===== config.mk =====
export PLATFORM = sky130hd
export DESIGN_NAME = triangle_row_coverage_rasterizer_top
export DESIGN_NICKNAME = d
export VERILOG_FILES = /design/src/rtl/trc_pkg.sv /design/src/rtl/trc_mac.sv /design/src/rtl/triangle_row_coverage_rasterizer_top.sv
export SDC_FILE = /design/constraint.sdc
export NUM_CORES = 2
export LEC_CHECK = 0
export ABC_AREA = 0
export BUFFER_PORTS_ARGS = -buffer_cell sky130_fd_sc_hd__buf_2
export CORE_ASPECT_RATIO = 0.75
export CORE_MARGIN = 3
export CORE_UTILIZATION = 55
export CTS_BUF_LIST = sky130_fd_sc_hd__clkbuf_8
export DETAILED_ROUTE_END_ITERATION = 8
export HOLD_SLACK_MARGIN = 0.1
export PLACE_DENSITY = 0.79
export SLEW_MARGIN = 30
export SYNTH_ARGS = -nofsm -noshare
export SYNTH_HDL_FRONTEND = slang
export SYNTH_HIERARCHICAL = 1
export SYNTH_SLANG_ARGS = --single-unit

===== constraint.sdc =====
create_clock -name clk_i -period 11.5 [get_ports clk_i]
set_input_delay 2.875 -clock clk_i [delete_from_list [all_inputs] [get_ports clk_i]]
set_output_delay 2.875 -clock clk_i [all_outputs]
set_load 0.03 [all_outputs]

===== src/rtl/trc_pkg.sv =====
// ----------------------------------------------------------------------------
// trc_pkg: shared types and constants of the triangle row coverage rasterizer
// Holds coordinate and accumulator widths, register indexes and the
// control struct that drives the shared multiply-accumulate unit.
// ----------------------------------------------------------------------------
`default_nettype none

package trc_pkg;

  localparam int unsigned MaxSide   = 64;
  localparam int unsigned CoordW    = 11;  // vertex coordinate width
  localparam int unsigned DiffW     = 13;  // edge vector and offset width
  localparam int unsigned ProdW     = 2 * DiffW;
  localparam int unsigned AccW      = 28;  // edge function width
  localparam int unsigned SideW     = 7;   // image side, 1..MaxSide
  localparam int unsigned PixW      = 6;   // pixel index, 0..MaxSide-1
  localparam int unsigned CfgIdxW   = 2;

  localparam logic [CfgIdxW-1:0] RegImageWidth  = 2'd0;
  localparam logic [CfgIdxW-1:0] RegImageHeight = 2'd1;

  // control for one multiply-accumulate step
  typedef struct packed {
    logic valid;  // step carries a product
    logic clr;    // start a new sum with this product
    logic sub;    // subtract the product
  } mac_op_t;

endpackage

`default_nettype wire


===== src/rtl/trc_mac.sv =====
// ----------------------------------------------------------------------------
// trc_mac: shared signed multiply-accumulate unit
// One registered product per cycle, accumulated or subtracted in the following cycle.
// ----------------------------------------------------------------------------
`default_nettype none

module trc_mac
  import trc_pkg::*;
(
  input  wire logic                    clk_i,
  input  wire logic                    rst_ni,
  input  wire mac_op_t                 op_i,
  input  wire logic signed [DiffW-1:0] a_i,
  input  wire logic signed [DiffW-1:0] b_i,
  output logic signed [AccW-1:0]       acc_o
);

  logic signed [ProdW-1:0] prod_q;
  mac_op_t                 op_q;
  logic signed [AccW-1:0]  acc_q, acc_d, prod_ext, base;

  // product stage
  always_ff @(posedge clk_i or negedge rst_ni) begin
    if (!rst_ni) begin
      op_q <= '0;
    end else begin
      op_q <= op_i;
    end
  end

  always_ff @(posedge clk_i) begin
    prod_q <= a_i * b_i;
  end

  // accumulate stage
  assign prod_ext = {{(AccW-ProdW){prod_q[ProdW-1]}}, prod_q};
  assign base     = op_q.clr ? '0 : acc_q;

  always_comb begin
    acc_d = acc_q;
    if (op_q.valid) begin
      acc_d = op_q.sub ? base - prod_ext : base + prod_ext;
    end
  end

  always_ff @(posedge clk_i) begin
    acc_q <= acc_d;
  end

  assign acc_o = acc_q;

endmodule

`default_nettype wire


===== src/rtl/triangle_row_coverage_rasterizer_top.sv =====
// Sequence: the triangle is loaded, its box is formed and its edge functions
//   are set up; each row of the box is then scanned pixel by pixel and pushed
//   out, held while the output stalls. The per-pixel edge test loop dominates.
// Throughput: one triangle at a time; in_stall_o is high while it is worked.
// Reset: image width and height return to 64, the sequencer idles and the
//   output register is empty.
// ----------------------------------------------------------------------------
// triangle_row_coverage_rasterizer_top: bounding box edge-function rasterizer
// Forms the clamped box, sets up exact edge functions with a shared MAC unit
// and walks the box one pixel per cycle, emitting one mask per row.
// ----------------------------------------------------------------------------
`default_nettype none

module triangle_row_coverage_rasterizer_top
  import trc_pkg::*;
(
  input  wire logic                      clk_i,
  input  wire logic                      rst_ni,
  // configuration
  input  wire logic                      cfg_valid_i,
  output logic                           cfg_ready_o,
  input  wire logic [CfgIdxW-1:0]        cfg_index_i,
  input  wire logic [SideW-1:0]          cfg_data_i,
  // triangle input
  input  wire logic                      in_valid_i,
  output logic                           in_stall_o,
  input  wire logic signed [CoordW-1:0]  v0_x_i,
  input  wire logic signed [CoordW-1:0]  v0_y_i,
  input  wire logic signed [CoordW-1:0]  v1_x_i,
  input  wire logic signed [CoordW-1:0]  v1_y_i,
  input  wire logic signed [CoordW-1:0]  v2_x_i,
  input  wire logic signed [CoordW-1:0]  v2_y_i,
  input  wire logic [31:0]               color_i,
  // row output
  output logic                           out_valid_o,
  input  wire logic                      out_stall_i,
  output logic [PixW-1:0]                row_o,
  output logic [MaxSide-1:0]             coverage_mask_o,
  output logic [31:0]                    fill_color_o,
  output logic                           last_row_o
);

  typedef enum logic [2:0] {
    StIdle, StBox, StSetup, StScan, StPush
  } state_e;

  state_e state_q;

  // configuration registers, saturated to 1..MaxSide
  logic [SideW-1:0] width_q, height_q, cfg_sat;

  assign cfg_ready_o = 1'b1;

  always_comb begin
    cfg_sat = cfg_data_i;
    if (cfg_data_i == '0) cfg_sat = SideW'(1);
    else if (cfg_data_i > SideW'(MaxSide)) cfg_sat = SideW'(MaxSide);
  end

  always_ff @(posedge clk_i or negedge rst_ni) begin
    if (!rst_ni) begin
      width_q  <= SideW'(MaxSide);
      height_q <= SideW'(MaxSide);
    end else if (cfg_valid_i && cfg_ready_o) begin
      if (cfg_index_i == RegImageWidth)  width_q  <= cfg_sat;
      if (cfg_index_i == RegImageHeight) height_q <= cfg_sat;
    end
  end

  // triangle registers
  logic signed [CoordW-1:0] vx_q [3];
  logic signed [CoordW-1:0] vy_q [3];
  logic [31:0]              color_q;

  // bounding box, computed from the vertex registers
  logic signed [DiffW-1:0] wlast, hlast, xlo, xhi, ylo, yhi, vxe [3], vye [3];
  logic [PixW-1:0]         xmin_q, xmax_q, ymin_q, ymax_q;

  assign wlast = DiffW'(width_q)  - DiffW'(1);
  assign hlast = DiffW'(height_q) - DiffW'(1);

  always_comb begin
    for (int i = 0; i < 3; i++) begin
      vxe[i] = DiffW'(vx_q[i]);
      vye[i] = DiffW'(vy_q[i]);
    end
    xlo = wlast; ylo = hlast; xhi = '0; yhi = '0;
    for (int i = 0; i < 3; i++) begin
      if (vxe[i] < xlo) xlo = vxe[i];
      if (vye[i] < ylo) ylo = vye[i];
      if (vxe[i] > xhi) xhi = vxe[i];
      if (vye[i] > yhi) yhi = vye[i];
    end
    if (xlo < 0) xlo = '0;
    if (ylo < 0) ylo = '0;
    if (xhi > wlast) xhi = wlast;
    if (yhi > hlast) yhi = hlast;
  end

  // edge vectors and start offsets
  logic signed [DiffW-1:0] ax, ay, bx, by, cx0, cy0;
  assign ax  = vxe[2] - vxe[0];
  assign ay  = vye[2] - vye[0];
  assign bx  = vxe[1] - vxe[0];
  assign by  = vye[1] - vye[0];
  assign cx0 = vxe[0] - DiffW'({1'b0, xmin_q});
  assign cy0 = vye[0] - DiffW'({1'b0, ymin_q});

  // shared MAC unit: area, then edge functions at the box corner
  logic [2:0]              step_q;
  mac_op_t                 mac_op;
  logic signed [DiffW-1:0] mac_a, mac_b;
  logic signed [AccW-1:0]  mac_acc;

  always_comb begin
    mac_op       = '0;
    mac_a        = ax;
    mac_b        = by;
    if (state_q == StSetup && step_q < 3'd6) begin
      mac_op.valid = 1'b1;
      mac_op.clr   = ~step_q[0];
      mac_op.sub   = step_q[0];
    end
    case (step_q)
      3'd0:    begin mac_a = ax;  mac_b = by;  end
      3'd1:    begin mac_a = bx;  mac_b = ay;  end
      3'd2:    begin mac_a = bx;  mac_b = cy0; end
      3'd3:    begin mac_a = cx0; mac_b = by;  end
      3'd4:    begin mac_a = cx0; mac_b = ay;  end
      3'd5:    begin mac_a = ax;  mac_b = cy0; end
      default: begin mac_a = ax;  mac_b = by;  end
    endcase
  end

  trc_mac u_mac (
    .clk_i  (clk_i),
    .rst_ni (rst_ni),
    .op_i   (mac_op),
    .a_i    (mac_a),
    .b_i    (mac_b),
    .acc_o  (mac_acc)
  );

  // pixel test on the running edge functions
  logic signed [AccW-1:0] area_q, wu_q, wv_q, wu_row_q, wv_row_q, wsum;
  logic signed [AccW-1:0] ax_e, ay_e, bx_e, by_e;
  logic [PixW-1:0]        x_q, y_q;
  logic [MaxSide-1:0]     mask_q;
  logic                   hit;

  assign ax_e = AccW'(ax);
  assign ay_e = AccW'(ay);
  assign bx_e = AccW'(bx);
  assign by_e = AccW'(by);
  assign wsum = wu_q + wv_q;

  always_comb begin
    if (area_q > 0) hit = (wu_q >= 0) && (wv_q >= 0) && (wsum <= area_q);
    else            hit = (wu_q <= 0) && (wv_q <= 0) && (wsum >= area_q);
    hit = hit && (area_q != '0);
  end

  assign in_stall_o = (state_q != StIdle);

  // sequencer and output register
  always_ff @(posedge clk_i or negedge rst_ni) begin
    if (!rst_ni) begin
      state_q     <= StIdle;
      step_q      <= '0;
      out_valid_o <= 1'b0;
    end else begin
      // a row is loaded in push, a stalled row holds, an accepted row clears
      out_valid_o <= (state_q == StPush) || (out_valid_o && out_stall_i);
      case (state_q)
        StIdle: begin
          if (in_valid_i) state_q <= StBox;
        end
        StBox: begin
          step_q  <= '0;
          state_q <= StSetup;
        end
        StSetup: begin
          step_q <= step_q + 3'd1;
          if (step_q == 3'd7) state_q <= StScan;
        end
        StScan: begin
          if (x_q == xmax_q) state_q <= StPush;
        end
        StPush: begin
          if (!out_valid_o || !out_stall_i) begin
            state_q <= (y_q == ymax_q) ? StIdle : StScan;
          end
        end
        default: state_q <= StIdle;
      endcase
    end
  end

  // datapath registers
  always_ff @(posedge clk_i) begin
    case (state_q)
      StIdle: begin
        vx_q[0] <= v0_x_i; vy_q[0] <= v0_y_i;
        vx_q[1] <= v1_x_i; vy_q[1] <= v1_y_i;
        vx_q[2] <= v2_x_i; vy_q[2] <= v2_y_i;
        color_q <= color_i;
      end
      StBox: begin
        xmin_q <= PixW'(xlo);
        xmax_q <= PixW'(xhi);
        ymin_q <= PixW'(ylo);
        ymax_q <= PixW'(yhi);
      end
      StSetup: begin
        if (step_q == 3'd3) area_q <= mac_acc;
        if (step_q == 3'd5) begin
          wu_row_q <= mac_acc;
          wu_q     <= mac_acc;
        end
        if (step_q == 3'd7) begin
          wv_row_q <= mac_acc;
          wv_q     <= mac_acc;
        end
        x_q    <= xmin_q;
        y_q    <= ymin_q;
        mask_q <= '0;
      end
      StScan: begin
        mask_q[x_q] <= hit;
        if (x_q != xmax_q) begin
          x_q  <= x_q + PixW'(1);
          wu_q <= wu_q + by_e;
          wv_q <= wv_q - ay_e;
        end
      end
      StPush: begin
        if (!out_valid_o || !out_stall_i) begin
          row_o           <= y_q;
          coverage_mask_o <= mask_q;
          fill_color_o    <= color_q;
          last_row_o      <= (y_q == ymax_q);
          // step to the next row
          mask_q   <= '0;
          x_q      <= xmin_q;
          y_q      <= y_q + PixW'(1);
          wu_row_q <= wu_row_q - bx_e;
          wv_row_q <= wv_row_q + ax_e;
          wu_q     <= wu_row_q - bx_e;
          wv_q     <= wv_row_q + ax_e;
        end
      end
      default: ;
    endcase
  end

endmodule

`default_nettype wire


Word level (Yosys, flattened, before mapping). Memories as Yosys holds them, arrays and structs flattened. Cells that the tools add are included.

$add $sub $neg: 18. Multiply operators: 1. Magnitude comparators: 27. Eq/ne operators: 20. Muxes and demuxes: 51. Bitwise operators: 1. Reductions and logical operators: 36.

Operators with widths (count): $mux 28 (8); $pmux 64 s3 (1); $pmux 28 s3 (2); $mux 13 (12); $pmux 28 s2 (2); $bwmux 64 (1); $mux 64 (1); $add 28x12->28 (2); $ge 28x1->1 const B (2); $le 28x1->1 const B (2); $sub 28x12->28 (2); $gt 11x13->1 (4); $lt 11x13->1 (4); $pmux 13 s2 (2); $sub 11x11->12 (4); $mux 6 (5); $add 28x26->28 (1); $add 28x28->28 (1); $ge 28x28->1 (1); $gt 28x1->1 const B (1); $le 28x28->1 (1); $reduce_bool 28->1 (1); $sub 28x26->28 (1); $gt 13x8->1 (2); 42 further kinds (91).

Flip-flop bits (word level): 453. RAM bits: 66. Input port bits: 112. Output and inout port bits: 106. Memories kept: 2.

Memory list: vx_q (words 3, width 11, read ports 3, clocked after Yosys merged registers in 0, wr ports 3, line triangle_row_coverage_rasterizer_top.sv:71) `logic signed [CoordW-1:0] vx_q [3];`; vy_q (words 3, width 11, read ports 3, clocked after Yosys merged registers in 0, wr ports 3, line triangle_row_coverage_rasterizer_top.sv:72) `logic signed [CoordW-1:0] vy_q [3];`.

Longest topological paths before layout. An unclocked memory read counts as a cell.

Word-level depth: 9. Gate-level depth with buffers: 36. Gate-level depth less buffers: 35.

By module. The synthesis kept the hierarchy.

By module, submodules not included: triangle_row_coverage_rasterizer_top (instances 1, cells each 3129, area each 31433.9 µm², seq. area each 13770.7 µm²); trc_mac (instances 1, cells each 1077, area each 9963.3 µm², seq. area each 1436.4 µm²).

Worst setup path after synthesis. OpenSTA, ideal clock, no wires.

Kind: register to output. Start point: reg state_q[0]. End point: out in_stall_o. Arrival: 9.007 ns. Required time: 8.625 ns. Slack: -0.382 ns. Cell stages (with the launch flop): 4. Path buffers: 1. Cells stage by stage: dfrtp_1 clkbuf_1 nor3_1 inv_1.

Word-level cells in the longest chain between the ends: 1.

Ends and longest elaborated chain: from (decl) (line triangle_row_coverage_rasterizer_top.sv:47) `state_e state_q;`; from (signal assigned) (line triangle_row_coverage_rasterizer_top.sv:168) `state_q <= StIdle;`; from (signal assigned) (line triangle_row_coverage_rasterizer_top.sv:176) `if (in_valid_i) state_q <= StBox;`; from (signal assigned) (line triangle_row_coverage_rasterizer_top.sv:180) `state_q <= StSetup;`; $reduce_bool 3->1 (line triangle_row_coverage_rasterizer_top.sv:163) `assign in_stall_o = (state_q != StIdle);`; to (decl) (line triangle_row_coverage_rasterizer_top.sv:26) `output logic in_stall_o,`.

No other way between the ends.

==> results by stage <==
Timing:
- The number of pins with negative max-slew slack in the final report is 0.
- Hold timing on the final database bottoms out at a slack of 0.4047 ns.
- For the pin with the worst max-slew slack, the measured transition is between 1 and 1.5 ns.
- Setup violations remaining at the end of the flow were counted as 0.
- The post-route fraction of the period consumed by the critical path is 0.7941.
- The number of hold-slack violations in the final timing report is 0.
- On the final layout, the worst clock skew is 0.05192 ns.
- Setup repair after global routing left no endpoint under its margin.
- The summed negative setup slack over all endpoints is 0 ns.
- The worst pin sits at a relative slew slack of 0.2527.
- The maximum clock rate is approximately 110 MHz.
- Counting I/O delays and the setup requirement, the final critical path takes between 9 and 10 ns.

Global routing:
- Across every metal layer, demand over resource in global routing totals 0.3010.
- The number of antenna violations at the first check in global routing is 7.
- The first-pass GRT wire length is around 180000 um.
- The via count of the first global-routing pass is roughly 31000.
- Summed over all layers, the global routing overflow is 0.
- Entering global routing, the biggest net connects 86 pins.

Yosys:
- After synthesis, the share of cell area in mux cells is 0.01445.
- After synthesis, the largest family of logic cells by area is adder cells.
- Each instance of the synthesized netlist takes up on average just under 10 um^2.
- Of all flip-flops after synthesis, the portion carrying an async set or reset was 0.04624.
- For this run, the number of Yosys warnings is 6.
- The xor/xnor share of the synthesized area is 0.05395.
- Of the synthesized area, sequential elements account for 0.3673.
- Of the total synthesized cell area, the portion taken by AND, OR, NAND and NOR gates is 0.1553.
- The number of library cell types mapped by synthesis is 93.
- The share of the synthesized area in compound gates (AO/OA/AOI/OAI) is 0.1436.
- For this run, the leading register cell type out of synthesis is sky130_fd_sc_hd__edfxtp_1.
- The adder-cell share of the synthesized area is 0.2202.
- In this run the cell area of the synthesized design comes to roughly 0.041 mm^2.
- The count of flip-flops with a built-in enable after synthesis is ~470.
- The register bit count reported by yosys is 519.
- The cell count after synthesis is 4206.

Worst setup path:
- The cell with the largest stage delay on the worst path is sky130_fd_sc_hd__fa_1.
- The sort of element at the end of the critical path is a flop.
- The critical path launch point type is a flop.
- Following the worst setup path forward leads to its endpoint at u_mac/prod_q[25].
- For the worst setup path, the data required time is ~12 ns.
- The arrival time of the worst setup path is 9.71 ns.
- In this run the worst setup path begins at vx_q[0][1].
- The most numerous cell on the critical path is sky130_fd_sc_hd__fa_1.
- The category of the most critical setup path is flop to flop.
- The beginning of the worst register-to-register path is vx_q[0][1].
- The biggest cell delay along the critical path is roughly 0.97 ns.
- The reg-to-reg endpoint is u_mac/prod_q[25].
- The worst register-to-register path has a depth of 27.
- Along the worst path, the maximum fanout reaches 26.
- The setup slack of the most critical reg-to-reg path is around 2.4 ns.

Floorplanning:
- The die covers approximately 0.079 mm^2.
- After floorplanning, the core was sized to cover 0.07403 mm^2.
- The die is 243.6 um tall.
- The die is around 320 um wide.
- The initialized floorplan defines 86 standard-cell rows.
- The number of ports placed on the die boundary is 218.
- The effective utilization at floorplan is 0.5592.

Final layout:
- The finished cells cover roughly 0.045 mm^2.
- The final layout net count is 5182.
- The most common cell after layout, fill and taps aside is sky130_fd_sc_hd__nand2_1.
- The area added between synthesis and finish is 9.497%.
- The finished layout holds between 5000 and 6000 standard cells, fillers aside.
- The area taken by multi-input logic gates is 0.02442 mm^2.
- The number of fill cells in the layout is 6155.
- The ratio of cells with drive above 1 in the final layout is 0.09840.
- In the layout the commonest cells are 493 x sky130_fd_sc_hd__nand2_1, 469 x sky130_fd_sc_hd__edfxtp_1, 450 x sky130_fd_sc_hd__ha_1.
- Registers take roughly 0.015 mm^2.

Clocking:
- The maximum buffer depth of the clock tree is 3.
- The clock tree from TritonCTS is yes.
- The count of instances resized after the clock tree is built is 0.
- The number of buffers inserted for hold repair after clock tree synthesis is 0.
- The number of buffers inserted during clock tree synthesis is 83.
- The number of clock sinks is 519.
- Once the clock tree was built, the setup fixing pass inserted 0 buffers.
- The root cell of the clock tree is sky130_fd_sc_hd__clkbuf_8.
- The post-CTS clock slew at the launch and capture registers of the worst setup and hold paths is roughly 0.06 ns.
- CTS built an H-tree with a depth of 3.
- Clock latency on the worst-skew pair, taken at its later pin, is roughly 0.72 ns.

Detailed routing:
- The met2 wirelength from detailed routing is between 50000 and 60000 um.
- Detailed routing inserted a total of approximately 33000 vias.
- The number of remaining DRC errors is 0.
- The routed length on met3 is between 10000 and 15000 um.
- The number of violations reported at the end of detailed-routing iteration 0 is roughly 4200.
- The iteration count of the initial detailed-routing pass is 7.
- In this run the top signal layer used is met5.
- The per-cell via count in the routed design is a little over 6.
- Dividing the detail-routed wire length by the instance count gives around 22 um.
- The routed wire length is 120000 um.
- After detailed routing, the wire length on met1 is 51360 um.
- In this run the remaining antenna-violating nets after routing total 0.

Flow run:
- The number of maximum-capacitance violations is 0.

Placed design:
- In this run the tool buffered the top-level ports with 216 buffer cells.
- The cell area after placement is between 0.04 and 0.05 mm^2.
- Once placement completed, the tool counted placed cells totaling between 5000 and 6000.
- The HPWL after detailed placement is between 90000 and 100000 um.
- The final weighted congestion in routability-driven placement is 1.027.

Outcome:
- The flow ran to the end, and the final reports show no timing, DRC or antenna violations.

Min path:
- The class of the most critical hold timing path is flop to flop.
[metrics by stage]
step,utilization,worst slack (ns)
finish,0.6123,2.368
global route,0.6122,1.854
CTS,0.6120,2.450
detailed placement,0.5902,2.499
floorplan,-,2.685
global placement,0.5899,2.592
[worst min path at each step]
stage | start | end | cells past startpoint
after global routing | color_q[4] | fill_color_o[4] | 0
final | color_q[4] | fill_color_o[4] | 0
after CTS | color_q[4] | fill_color_o[4] | 0
after floorplan | color_q[0] | fill_color_o[0] | 0
after detailed placement | color_q[12] | fill_color_o[12] | 0
after global placement | color_q[0] | fill_color_o[0] | 0
[kinds of logic after synthesis]
group                    Yosys count
other                              1
AO/OA/AOI/OAI                    930
adder cells (fa/ha/maj)          624
buffers and inverters            491
multiplexers                      56
AND/OR/NAND/NOR                 1330
flip-flops                       519
XOR/XNOR                         255
[Yosys cell counts (10+ instances only)]
cell / number / share of area
sky130_fd_sc_hd__nand2_1: 496 / 0.045
sky130_fd_sc_hd__edfxtp_1: 469 / 0.34
sky130_fd_sc_hd__ha_1: 450 / 0.14
sky130_fd_sc_hd__inv_1: 381 / 0.035
sky130_fd_sc_hd__a21oi_1: 249 / 0.030
sky130_fd_sc_hd__nor2_1: 222 / 0.020
sky130_fd_sc_hd__o21ai_0: 189 / 0.023
sky130_fd_sc_hd__xnor2_1: 183 / 0.039
sky130_fd_sc_hd__fa_1: 174 / 0.084
sky130_fd_sc_hd__nand3_1: 135 / 0.016
sky130_fd_sc_hd__a21o_1: 97 / 0.018
sky130_fd_sc_hd__clkbuf_1: 89 / 0.0081
sky130_fd_sc_hd__and2_1: 85 / 0.013
sky130_fd_sc_hd__nor2b_1: 77 / 0.012
sky130_fd_sc_hd__xor2_1: 72 / 0.015
sky130_fd_sc_hd__o21ai_1: 62 / 0.0075
sky130_fd_sc_hd__nand2b_1: 61 / 0.0092
sky130_fd_sc_hd__o211ai_1: 58 / 0.011
sky130_fd_sc_hd__nor3_1: 50 / 0.0060
sky130_fd_sc_hd__mux2i_1: 44 / 0.011
sky130_fd_sc_hd__o21a_1: 41 / 0.0074
sky130_fd_sc_hd__nand4_1: 40 / 0.0060
sky130_fd_sc_hd__nor4_1: 39 / 0.0059
sky130_fd_sc_hd__and3_1: 34 / 0.0051
sky130_fd_sc_hd__a31oi_1: 27 / 0.0041
sky130_fd_sc_hd__dfxtp_1: 26 / 0.013
sky130_fd_sc_hd__a211oi_1: 25 / 0.0045
sky130_fd_sc_hd__o21bai_1: 25 / 0.0045
sky130_fd_sc_hd__dfrtp_1: 22 / 0.013
sky130_fd_sc_hd__or3_1: 20 / 0.0030
sky130_fd_sc_hd__o221ai_1: 18 / 0.0038
sky130_fd_sc_hd__o31ai_1: 15 / 0.0027
sky130_fd_sc_hd__nor3b_1: 12 / 0.0022
sky130_fd_sc_hd__or2_2: 12 / 0.0018
sky130_fd_sc_hd__a221o_1: 11 / 0.0027
sky130_fd_sc_hd__or4_1: 11 / 0.0020
sky130_fd_sc_hd__a211o_1: 10 / 0.0021
sky130_fd_sc_hd__buf_2: 10 / 0.0012
sky130_fd_sc_hd__mux2_2: 10 / 0.0027
[metal layers]
layer  global-route usage  vias to the layer above
met3              0.08255                      267
met5                    0                        -
met4               0.1139                        2
met2               0.4296                     1732
li1                     -                    15550
met1               0.4357                    15895
[critical path: cells and delay by family (launching register included)]
family	cells	cell delay, ns
adders and majority gates	8	3.97
AOI/OAI and AO/OA	10	2.65
and+or+nand+nor	6	1.10
buffers and inverters	3	0.80
DFF	1	0.50
[cell type report]
class | instances | share of cell area
inverters | 382 | 0.03169
multi-input cells | 3198 | 0.5387
diodes | 5 | 0.0002760
clock inverters | 67 | 0.01010
well taps | 968 | 0.02672
clock buffers | 84 | 0.02551
flip-flops and latches | 519 | 0.3355
repair buffers | 262 | 0.03147
[flip-flops by register name, indices dropped and copies added, names as in the netlist, 26 cells and up]
register,cells
area_q,28
color_q,32
coverage_mask_o,64
fill_color_o,32
mask_q,64
u_mac/acc_o,28
u_mac/prod_q,26
vx_q,33
vy_q,33
wu_q,28
wu_row_q,28
wv_q,28
wv_row_q,28
Power is not shown: default switching activity piles up to over one toggle a cycle in this logic, so the estimate is an artifact.
